### config.mk
export PLATFORM = sky130hd
export DESIGN_NAME = two_level_priority_queue_unit_flat
export DESIGN_NICKNAME = d
export VERILOG_FILES = /design/src/rtl/tlpq_pkg.sv /design/src/rtl/tlpq_if.sv /design/src/rtl/tlpq_ram.sv /design/src/rtl/two_level_priority_queue_unit.sv /design/src/flat_wrapper.sv
export SDC_FILE = /design/constraint.sdc
export NUM_CORES = 1
export LEC_CHECK = 0
export ABC_AREA = 1
export BUFFER_PORTS_ARGS = -buffer_cell sky130_fd_sc_hd__buf_2
export CORE_UTILIZATION = 55
export CTS_CLUSTER_DIAMETER = 50
export CTS_CLUSTER_SIZE = 10
export DETAILED_ROUTE_END_ITERATION = 16
export PLACE_DENSITY = 0.72
export SETUP_SLACK_MARGIN = 0.5
export SLEW_MARGIN = 15
export SYNTH_ARGS = -nofsm -noshare
export SYNTH_HDL_FRONTEND = slang
export SYNTH_HIERARCHICAL = 1
export SYNTH_SLANG_ARGS = --single-unit
### constraint.sdc
create_clock -name clk -period 4.1 [get_ports clk]
set_input_delay 0.615 -clock clk [delete_from_list [all_inputs] [get_ports clk]]
set_output_delay 0.615 -clock clk [all_outputs]
set_load 0.02 [all_outputs]
### src/rtl/tlpq_pkg.sv
// ----------------------------------------------------------------------------
// tlpq_pkg
// Shared sizes, request and status codes and ring index helpers for the
// two-level priority queue.
// ----------------------------------------------------------------------------
package tlpq_pkg;

	localparam int unsigned DEPTH      = 16;
	localparam int unsigned DATA_WIDTH = 32;

	localparam int unsigned IDX_W  = $clog2(DEPTH);
	localparam int unsigned SUM_W  = IDX_W + 1;
	localparam int unsigned CNT_W  = $clog2(DEPTH + 1);
	localparam int unsigned REQ_W  = 2;
	localparam int unsigned VAL_W  = 32;
	localparam int unsigned STAT_W = 2;
	localparam int unsigned ENT_W  = 5;

	typedef logic [IDX_W-1:0]      idx_t;
	typedef logic [CNT_W-1:0]      cnt_t;
	typedef logic [DATA_WIDTH-1:0] data_t;

	localparam logic [REQ_W-1:0] REQ_ENQ_LO = 2'd0;
	localparam logic [REQ_W-1:0] REQ_ENQ_HI = 2'd1;
	localparam logic [REQ_W-1:0] REQ_DEQ    = 2'd2;

	localparam logic [STAT_W-1:0] STAT_DONE  = 2'd0;
	localparam logic [STAT_W-1:0] STAT_EMPTY = 2'd1;
	localparam logic [STAT_W-1:0] STAT_FULL  = 2'd2;

	function automatic idx_t idx_inc(idx_t i);
		return (i == IDX_W'(DEPTH - 1)) ? '0 : i + 1'b1;
	endfunction

	function automatic idx_t idx_dec(idx_t i);
		return (i == '0) ? IDX_W'(DEPTH - 1) : i - 1'b1;
	endfunction

	function automatic idx_t idx_add(idx_t a, idx_t b);
		logic [SUM_W-1:0] s;
		s = {1'b0, a} + {1'b0, b};
		if (s >= SUM_W'(DEPTH))
			s = s - SUM_W'(DEPTH);
		return s[IDX_W-1:0];
	endfunction

endpackage

### src/rtl/tlpq_if.sv
// ----------------------------------------------------------------------------
// tlpq request and response channels
// Valid/ready channels carrying queue requests and their results.
// ----------------------------------------------------------------------------
interface tlpq_req_if import tlpq_pkg::*; ();
	logic             valid;
	logic             ready;
	logic [REQ_W-1:0] req_type;
	logic [VAL_W-1:0] item_value;

	modport source (output valid, req_type, item_value, input ready);
	modport sink   (input valid, req_type, item_value, output ready);
endinterface

interface tlpq_rsp_if import tlpq_pkg::*; ();
	logic              valid;
	logic              ready;
	logic [VAL_W-1:0]  out_value;
	logic [STAT_W-1:0] status;
	logic [ENT_W-1:0]  entries_held;

	modport source (output valid, out_value, status, entries_held, input ready);
	modport sink   (input valid, out_value, status, entries_held, output ready);
endinterface

### src/rtl/tlpq_ram.sv
// ----------------------------------------------------------------------------
// tlpq_ram
// Generic simple dual-port RAM: one write port, one read port, registered
// read data.
// ----------------------------------------------------------------------------
module tlpq_ram #(
	parameter int unsigned WIDTH = 32,
	parameter int unsigned DEPTH = 16
) (
	input  logic                     clk,
	input  logic                     we,
	input  logic [$clog2(DEPTH)-1:0] waddr,
	input  logic [WIDTH-1:0]         wdata,
	input  logic                     re,
	input  logic [$clog2(DEPTH)-1:0] raddr,
	output logic [WIDTH-1:0]         rdata
);

	logic [WIDTH-1:0] mem [DEPTH];

	always_ff @(posedge clk) begin
		if (we)
			mem[waddr] <= wdata;
		if (re)
			rdata <= mem[raddr];
	end

endmodule

### src/rtl/two_level_priority_queue_unit.sv
// ----------------------------------------------------------------------------
// two_level_priority_queue_unit
// Two-level priority queue over one shared ring store. High items sit at the
// front, low items behind them; an enqueue-high slides the high items one
// slot toward the front through the store's single write port.
// Enqueue-low, rejected and unused requests give their registered result in the
// cycle after acceptance; a dequeue passes through S_DEQ (one store read).
// Enqueue-high with H high items held steps through S_SHIFT, one store write
// per moved item, then S_FINAL; with H = 0 it answers like an enqueue-low.
// A new request is taken once the previous result is delivered or leaves.
// Reset clears counters and front index; store contents stay undefined.
// ----------------------------------------------------------------------------
module two_level_priority_queue_unit import tlpq_pkg::*; (
	input  logic     clk,
	input  logic     arst_n,
	tlpq_req_if.sink   req,
	tlpq_rsp_if.source rsp
);

	typedef enum logic [1:0] {
		S_IDLE,
		S_DEQ,
		S_SHIFT,
		S_FINAL
	} state_t;

	state_t            state_q;
	idx_t              front_q;
	cnt_t              high_q;
	cnt_t              total_q;
	idx_t              wr_ptr_q;
	idx_t              rd_ptr_q;
	cnt_t              left_q;
	data_t             item_q;
	logic              out_valid_q;
	logic [VAL_W-1:0]  out_value_q;
	logic [STAT_W-1:0] status_q;
	logic [ENT_W-1:0]  entries_q;

	logic  accept;
	logic  full;
	logic  empty;
	data_t item_in;
	cnt_t  total_inc;
	cnt_t  total_dec;

	logic  ram_we;
	idx_t  ram_waddr;
	data_t ram_wdata;
	logic  ram_re;
	idx_t  ram_raddr;
	data_t ram_rdata;

	assign req.ready = (state_q == S_IDLE) && (!out_valid_q || rsp.ready);
	assign accept    = req.valid && req.ready;
	assign full      = (total_q == CNT_W'(DEPTH));
	assign empty     = (total_q == '0);
	assign item_in   = DATA_WIDTH'(req.item_value);
	assign total_inc = total_q + 1'b1;
	assign total_dec = total_q - 1'b1;

	assign rsp.valid        = out_valid_q;
	assign rsp.out_value    = out_value_q;
	assign rsp.status       = status_q;
	assign rsp.entries_held = entries_q;

	tlpq_ram #(
		.WIDTH (DATA_WIDTH),
		.DEPTH (DEPTH)
	) u_store (
		.clk   (clk),
		.we    (ram_we),
		.waddr (ram_waddr),
		.wdata (ram_wdata),
		.re    (ram_re),
		.raddr (ram_raddr),
		.rdata (ram_rdata)
	);

	always_comb begin
		ram_we    = 1'b0;
		ram_waddr = wr_ptr_q;
		ram_wdata = ram_rdata;
		ram_re    = 1'b0;
		ram_raddr = rd_ptr_q;
		unique case (state_q)
			S_IDLE: begin
				if (accept) begin
					if (req.req_type == REQ_ENQ_LO && !full) begin
						ram_we    = 1'b1;
						ram_waddr = idx_add(front_q, IDX_W'(total_q));
						ram_wdata = item_in;
					end else if (req.req_type == REQ_ENQ_HI && !full) begin
						if (high_q == '0) begin
							ram_we    = 1'b1;
							ram_waddr = idx_dec(front_q);
							ram_wdata = item_in;
						end else begin
							ram_re    = 1'b1;
							ram_raddr = front_q;
						end
					end else if (req.req_type == REQ_DEQ && !empty) begin
						ram_re    = 1'b1;
						ram_raddr = front_q;
					end
				end
			end
			S_SHIFT: begin
				ram_we = 1'b1;
				if (left_q > CNT_W'(1))
					ram_re = 1'b1;
			end
			S_FINAL: begin
				ram_we    = 1'b1;
				ram_wdata = item_q;
			end
			S_DEQ: begin
			end
		endcase
	end

	always_ff @(posedge clk or negedge arst_n) begin
		if (!arst_n) begin
			state_q     <= S_IDLE;
			front_q     <= '0;
			high_q      <= '0;
			total_q     <= '0;
			wr_ptr_q    <= '0;
			rd_ptr_q    <= '0;
			left_q      <= '0;
			item_q      <= '0;
			out_valid_q <= 1'b0;
			out_value_q <= '0;
			status_q    <= STAT_DONE;
			entries_q   <= '0;
		end else begin
			if (out_valid_q && rsp.ready)
				out_valid_q <= 1'b0;
			unique case (state_q)
				S_IDLE: begin
					if (accept) begin
						out_value_q <= '0;
						status_q    <= STAT_DONE;
						entries_q   <= ENT_W'(total_q);
						out_valid_q <= 1'b1;
						unique case (req.req_type)
							REQ_ENQ_LO: begin
								if (full) begin
									status_q <= STAT_FULL;
								end else begin
									total_q   <= total_inc;
									entries_q <= ENT_W'(total_inc);
								end
							end
							REQ_ENQ_HI: begin
								if (full) begin
									status_q <= STAT_FULL;
								end else begin
									front_q   <= idx_dec(front_q);
									high_q    <= high_q + 1'b1;
									total_q   <= total_inc;
									entries_q <= ENT_W'(total_inc);
									if (high_q != '0) begin
										out_valid_q <= 1'b0;
										state_q     <= S_SHIFT;
										wr_ptr_q    <= idx_dec(front_q);
										rd_ptr_q    <= idx_inc(front_q);
										left_q      <= high_q;
										item_q      <= item_in;
									end
								end
							end
							REQ_DEQ: begin
								if (empty) begin
									status_q <= STAT_EMPTY;
								end else begin
									out_valid_q <= 1'b0;
									state_q     <= S_DEQ;
									front_q     <= idx_inc(front_q);
									total_q     <= total_dec;
									entries_q   <= ENT_W'(total_dec);
									if (high_q != '0)
										high_q <= high_q - 1'b1;
								end
							end
							default: begin
							end
						endcase
					end
				end
				S_DEQ: begin
					out_value_q <= VAL_W'(ram_rdata);
					out_valid_q <= 1'b1;
					state_q     <= S_IDLE;
				end
				S_SHIFT: begin
					wr_ptr_q <= idx_inc(wr_ptr_q);
					if (left_q > CNT_W'(1)) begin
						rd_ptr_q <= idx_inc(rd_ptr_q);
						left_q   <= left_q - 1'b1;
					end else begin
						state_q <= S_FINAL;
					end
				end
				S_FINAL: begin
					out_valid_q <= 1'b1;
					state_q     <= S_IDLE;
				end
			endcase
		end
	end

	a_high_within_total: assert property (@(posedge clk) disable iff (!arst_n)
		high_q <= total_q)
		else $error("high count exceeds total count");

	a_total_within_depth: assert property (@(posedge clk) disable iff (!arst_n)
		total_q <= CNT_W'(DEPTH))
		else $error("total count exceeds store depth");

	a_no_result_while_busy: assert property (@(posedge clk) disable iff (!arst_n)
		state_q != S_IDLE |-> !out_valid_q)
		else $error("result pending while a request is in progress");

	a_no_rw_collision: assert property (@(posedge clk) disable iff (!arst_n)
		ram_we && ram_re |-> ram_waddr != ram_raddr)
		else $error("store read and write hit the same entry");

	a_deq_result: assert property (@(posedge clk) disable iff (!arst_n)
		state_q == S_DEQ |=> out_valid_q && status_q == STAT_DONE)
		else $error("dequeue read did not produce a result");

endmodule
### src/flat_wrapper.sv
// flat-port wrapper written by rule: the top's interface ports become plain ports
module two_level_priority_queue_unit_flat import tlpq_pkg::*;
  (clk, arst_n, req_valid, req_req_type, req_item_value, req_ready, rsp_valid, rsp_out_value, rsp_status, rsp_entries_held, rsp_ready);
  tlpq_req_if req_i ();
  tlpq_rsp_if rsp_i ();
  input  logic clk;
  input  logic arst_n;
  input wire logic [$bits(req_i.valid)-1:0] req_valid;
  input wire logic [$bits(req_i.req_type)-1:0] req_req_type;
  input wire logic [$bits(req_i.item_value)-1:0] req_item_value;
  output wire logic [$bits(req_i.ready)-1:0] req_ready;
  output wire logic [$bits(rsp_i.valid)-1:0] rsp_valid;
  output wire logic [$bits(rsp_i.out_value)-1:0] rsp_out_value;
  output wire logic [$bits(rsp_i.status)-1:0] rsp_status;
  output wire logic [$bits(rsp_i.entries_held)-1:0] rsp_entries_held;
  input wire logic [$bits(rsp_i.ready)-1:0] rsp_ready;
  assign req_i.valid = req_valid;
  assign req_i.req_type = req_req_type;
  assign req_i.item_value = req_item_value;
  assign req_ready = req_i.ready;
  assign rsp_valid = rsp_i.valid;
  assign rsp_out_value = rsp_i.out_value;
  assign rsp_status = rsp_i.status;
  assign rsp_entries_held = rsp_i.entries_held;
  assign rsp_i.ready = rsp_ready;
  two_level_priority_queue_unit u_core (.clk(clk), .arst_n(arst_n), .req(req_i), .rsp(rsp_i));
endmodule
== After elaboration in Yosys (flattened, before gate mapping) ==
Memories as Yosys holds them, arrays and structs flattened. A register that Yosys moved wholly into a read port is not among the register bits.
Index checks and enable logic that the tools add are counted.
Widths: inputs -> output; s select.

* Reduce and logical (&&, ||, !) cells: 32
* Equal/unequal tests: 23
* Magnitude comparators: 2
* $add $sub $neg: 11
* Bitwise logic cells: 1
* Multiplexer cells: 81

{| class="wikitable"
|+ Operators with widths
! operator !! count
|-
| $mux 32 || 5
|-
| $pmux 32 s2 || 2
|-
| $mux 4 || 27
|-
| $mux 5 || 10
|-
| $pmux 5 s2 || 3
|-
| $pmux 4 s2 || 3
|-
| $reduce_and 5->1 || 4
|-
| $mux 1 || 18
|-
| $reduce_and 6->1 || 3
|-
| $ne 2x2->1 const B || 8
|-
| $sub 5x1->5 const B || 3
|-
| $add 4x1->4 const B || 3
|-
| $eq 4x4->1 const B || 3
|-
| $mux 2 || 6
|-
| $ne 3x3->1 const B || 4
|-
| $add 5x1->5 const B || 2
|-
| $logic_not 5->1 || 2
|-
| $pmux 1 s2 || 4
|-
| $pmux 2 s2 || 2
|-
| $reduce_bool 2->1 || 4
|-
| $sub 4x1->4 const B || 2
|-
| $eq 2x2->1 const B || 3
|-
| $logic_and 1x1->1 || 6
|-
| $pmux 2 s3 || 1
|-
| other kinds (14) || 22
|}

* Output and inout port bits: 41
* Bits in registers: 96
* Bits of input ports: 38
* Memory bits (writable): 512
* Memories: 1
* Word-level logic and storage cells: 162

{| class="wikitable"
|+ Memories
! memory !! depth !! bits a word !! read ports !! clocked after memory_dff !! wr ports !! RTL line !! source
|-
| u_core.u_store.mem || 16 || 32 || 1 || 1 || 1 || tlpq_ram.sv:19 || <nowiki>logic [WIDTH-1:0] mem [DEPTH];</nowiki>
|}

== Longest topological paths before layout ==
* Depth after elaboration: 9
* Gate-level depth with buffers: 20
* Mapped depth without buffers: 16

== Modules after synthesis ==
The synthesis kept the hierarchy.

{| class="wikitable"
|+ By module, submodules not included
! module !! area each (sq um) !! sequential area each (sq um) !! instances !! cells an instance
|-
| tlpq_ram || 23050.9 || 16335.7 || 1 || 2120
|-
| two_level_priority_queue_unit || 6077.1 || 2402.3 || 1 || 828
|}

== Worst setup path after synthesis ==
No wires, ideal clock.

* Kind: flip-flop to flip-flop
* Start point: reg u_core.state_q[0]
* End point: mem u_core.u_store.mem[12][0] (enable)
* Stages on the path, launching flop included: 14
* Path slack: 384 ps
* Period minus slack after synthesis: 3716 ps
* Arrival time: 3295 ps
* Path buffers: 3
* Cell sequence: dfrtp_1 -> inv_1 -> ha_1 -> buf_4 -> inv_4 -> a21oi_4 -> nand2_4 -> inv_2 -> buf_6 -> nand2_4 -> buf_6 -> a21oi_1 -> nand3_1 -> nor2_1

* Cells in the longest elaborated chain, start to end: 7

{| class="wikitable"
|+ RTL lines
! element !! RTL line !! source
|-
| from (decl) || two_level_priority_queue_unit.sv:27 || <nowiki>state_t state_q;</nowiki>
|-
| from (signal assigned) || two_level_priority_queue_unit.sv:124 || <nowiki>state_q <= S_IDLE;</nowiki>
|-
| from (signal assigned) || two_level_priority_queue_unit.sv:165 || <nowiki>state_q <= S_SHIFT;</nowiki>
|-
| from (signal assigned) || two_level_priority_queue_unit.sv:178 || <nowiki>state_q <= S_DEQ;</nowiki>
|-
| $logic_not 2->1 || two_level_priority_queue_unit.sv:54 || <nowiki>assign req.ready = (state_q == S_IDLE) && (!out_valid_q || rsp.ready);</nowiki>
|-
| $logic_and 1x1->1 || two_level_priority_queue_unit.sv:54 ||
|-
| via req_ready || flat_wrapper.sv:11 || <nowiki>output wire logic [$bits(req_i.ready)-1:0] req_ready;</nowiki>
|-
| $logic_and 1x1->1 || two_level_priority_queue_unit.sv:55 || <nowiki>assign accept = req.valid && req.ready;</nowiki>
|-
| $mux 1 || two_level_priority_queue_unit.sv:88 || <nowiki>if (accept) begin</nowiki>
|-
| $pmux 1 s2 || two_level_priority_queue_unit.sv:86 || <nowiki>unique case (state_q)</nowiki>
|-
| via u_core.ram_we || two_level_priority_queue_unit.sv:47 || <nowiki>logic ram_we;</nowiki>
|-
| $mux 1 || tlpq_ram.sv:22 || <nowiki>if (we)</nowiki>
|-
| $mux 1 (implied by the code) || tlpq_ram.sv:23 || <nowiki>mem[waddr] <= wdata;</nowiki>
|-
| to (decl) || tlpq_ram.sv:19 ||
|}

The timed path passes the listed nets, and every way through them passes these cells.

== Worst setup path after layout ==
* Start point: reg u_core.state_q[0]
* End point: mem u_core.u_store.mem[5][23] (enable)

* Cells in the longest elaborated chain, start to end: 7

{| class="wikitable"
|+ RTL lines
! element !! RTL line
|-
| $logic_not 2->1 || two_level_priority_queue_unit.sv:54, two_level_priority_queue_unit.sv:86
|-
| $logic_and 1x1->1 || two_level_priority_queue_unit.sv:54
|-
| $logic_and 1x1->1 || two_level_priority_queue_unit.sv:55
|-
| $mux 1 || two_level_priority_queue_unit.sv:88
|-
| $pmux 1 s2 * || two_level_priority_queue_unit.sv:86
|-
| via u_core.ram_we || two_level_priority_queue_unit.sv:47
|-
| $mux 1 * || tlpq_ram.sv:22
|-
| $mux 1 (implied by the code) * || tlpq_ram.sv:23
|}

Mark *: on every way through the listed nets, which the timed path passes. The rest lies on a longest branch.

==> impl_metrics.yaml <==
run_status:
  outcome: "finished, final reports clean"
global_routing:
  grt_max_degree: 109
  grt_pass1_wl_um: 115000
  groute.usage.overall_pct: 28.1
  grt-ovfl-total: 0
  grt_pass1_vias: 20600
  antenna_found_initial: 1
place:
  gp_congestion: 0.891
  place_area_um2: 30500
  hpwl_um: 43300
  port_buffers: 78
timing:
  rsz0062_at_grt: "true"
  max_slew_margin_pct: 23.2
  finalHoldViolCount: 0
  fmax_ghz: 0.277
  drv_slew: 0
  skew_ps: 29.6
  setup_violations: 0
  fin_tns_setup_ps: 0
  timing.final.crit_share_pct: 88.2
  min_period_ps: 3620
  tightest_slew_ps: 1150
  hold_slack_ps: 281
setup_path:
  cp.arrival_ps: 3910
  max_stage_delay_ps: 780
  path_cells: "inv_1 -> ha_1 -> inv_4 -> a21oi_4 -> nand2_4 -> inv_2 -> nand2_4 -> buf_4 -> a21oi_1 -> buf_4 -> nand3b_1 -> buf_4 -> nor2_4 -> buf_4"
  critPathSlowestCell: "nor2_4"
  reg2reg_from: "u_core/state_q[0]"
  timing.reg2reg.worst_path_depth: 14
  cp_common_cell: "buf_4"
  crit_path_end_kind: "flip-flop"
  cp_max_fo: 33
  r2r-end: "u_core/u_store/mem[5][23]"
  critical_path_class: "flip-flop to flip-flop"
  cp.required_ps: 4390
  worst_setup_path_start_kind: "flip-flop"
  r2r_slack_ps: 480
synthesis:
  ys_ff_latch: 640
  synth_top_area_cell: "edfxtp_1"
  synth_area_leaders: "edfxtp_1 (56%), nand2_1 (11%), nand3_1 (8.7%)"
  syn_inst: 2948
  synth.avg_cell_area_um2: 9.88
  synth_top_area_share_pct: 56.1
  syn_nets: 3012
  ys_warn_count: 6
  ys_types: 38
  syn_area_um2: 29100
  ys_seq_area_share_pct: 64.3
floorplanning:
  rows: 83
  fp.dieH_um: 232
  die_area_um2: 53900
  io_pins: 79
  fp.coreArea_um2: 51800
  die_w_um: 232
  initial_core_util_pct: 56.2
clock_tree:
  cts-root-buf: "clkbuf_16"
  cts_buffer_depth: 3
  clk_latency_ps: 620
  path_clk_slew_ps: 60
  cts_num_sinks: 640
  numCtsBuffers: 76
  cts_max_level: 3
  tritoncts: "done"
routing:
  drtPass1Iterations: 8
  via_per_inst: 5.65
  post_drt_wl_per_cell_um: 20.0
  drc: 0
  initialDrtViolationCount: 2576
  drt-total-wl_um: 75400
  ant_nets: 0
  num_vias: 21300
pwr:
  ir_drop_mv: 0.640
  finalPower_w: 0.0283
  powerDensity_nw_per_um2: 860
  cellLeakagePower_nw: 14.5
min_path:
  min_path_cells: 3
  hold_class: "input pin to flip-flop"
  hp-start: "req_item_value[20]"
  worstHoldEndpoint: "u_core/item_q[20]"
final_layout:
  layout-drive-gt1-share_pct: 10.5
  area_growth_syn_to_layout_pct: 13.0
  num_antenna_cells: 0
  post-route-util_pct: 63.5
  finish.instance_area_um2: 32900
  fin_nets: 3117
  fillers: 3923
flow_run:
  maxCapViolCount: 0
## stage by stage
step | instances | setup slack, ps
after detailed placement | 3645 | 347
after global routing | 3768 | 350
after floorplan | 2948 | 384
final | 3768 | 485
after global placement | 3645 | 397
after CTS | 3759 | 526
## final cells by class
class | instances | area [um2] | share of cell area, %
Clock buffer | 104 | 2120 | 6.45
Timing Repair Buffer | 180 | 1420 | 4.30
Multi-Input combinational cell | 1660 | 7780 | 23.6
Inverter | 495 | 1870 | 5.68
Clock inverter | 9 | 128 | 0.388
Tap cell | 680 | 851 | 2.59
Sequential cell | 640 | 18700 | 57.0
## power by group
group          internal [W]  leakage, nW  switching, W
logic               0.00312         7.28       0.00808
clock network       0.00370         1.09       0.00248
registers            0.0102         6.16      0.000663
total                0.0171         14.5        0.0112
## registers in the layout (all words and copies together), names as in the netlist
signal	flops
u_core/left_q	5
u_core/high_q	5
u_core/rsp.entries_held	5
u_core/u_store/mem	512
u_core/u_store/rdata	32
u_core/state_q	2
u_core/rsp.valid	1
u_core/wr_ptr_q	4
u_core/rd_ptr_q	4
u_core/rsp.status	2
u_core/item_q	32
u_core/rsp.out_value	32
u_core/front_q	4
## how the worst max path moves through the flow
| stage | start | end | slack [ps] | depth (start not counted) |
|---|---|---|---|---|
| 3_3_place_gp | req_req_type[1] | u_core/u_store/mem[5][12] | 400 | 13 |
| 6_report | u_core/state_q[0] | u_core/u_store/mem[5][23] | 480 | 14 |
| 2_1_floorplan | u_core/state_q[0] | u_core/u_store/mem[12][0] | 380 | 13 |
| 3_5_place_dp | req_req_type[1] | u_core/u_store/mem[5][12] | 350 | 13 |
| 4_1_cts | u_core/front_q[1] | u_core/u_store/mem[5][11] | 530 | 12 |
| 5_1_grt | u_core/front_q[1] | u_core/u_store/mem[5][11] | 350 | 12 |
## worst max-delay path, delay by kind of cell (launching register included)
family | cells | cell delay, ps
buffers and inverters | 7 | 1250
AND/OR/NAND/NOR | 4 | 1050
adder cells (fa/ha/maj) | 1 | 220
AO/OA/AOI/OAI | 2 | 340
flip-flops | 1 | 410
## placed cells by master, fill, tap and decap left out, drive strengths merged
cell type and count:
a21boi 1, a21oi 77, a22oi 1, buf 177, bufinv 2, clkbuf 106, clkinv 5, dfrtp 96
dlygate4sd3 1, edfxtp 544, fa 3, ha 23, inv 497, nand2 830, nand3 507, nand3b 2
nand4 2, nor2 72, nor3 1, nor4 1, o211ai 6, o21a 1, o21ai 114, o22ai 1
xnor2 9, xor2 9
## repair_timing
action                                 in CTS  in global routing
setup buffers                               0                  7
gates resized for setup                     0                  4
hold buffers                                1                  0
endpoints found under the hold margin      33                  0
setup endpoints to repair                   0                 56
## cells by family after synthesis
group | share of synthesized area (%)
AOI/OAI and AO/OA | 3.60
xor gates and xnor gates | 0.541
adders and majority gates | 1.19
buffers and inverters | 9.65
DFF | 64.3
and+or+nand+nor | 20.7
## routing by layer
layer  GRT usage [%]  wire length [um]
met5               0                 0
met4            10.1              2310
met3            4.44              7530
met2            45.8             35200
met1            38.2             30300
## synth_stat cells, drive strengths merged
cell type / count
nand3b: 2
o211ai: 6
a21oi: 77
xor2: 9
nand2: 830
clkbuf: 40
edfxtp: 544
buf: 113
o21ai: 114
o21a: 1
xnor2: 9
nand3: 507
nand4: 2
ha: 23
o22ai: 1
nor4: 1
a22oi: 1
inv: 495
a21boi: 1
nor2: 72
nor3: 1
dfrtp: 96
fa: 3
(Power assumes the default switching activity.)
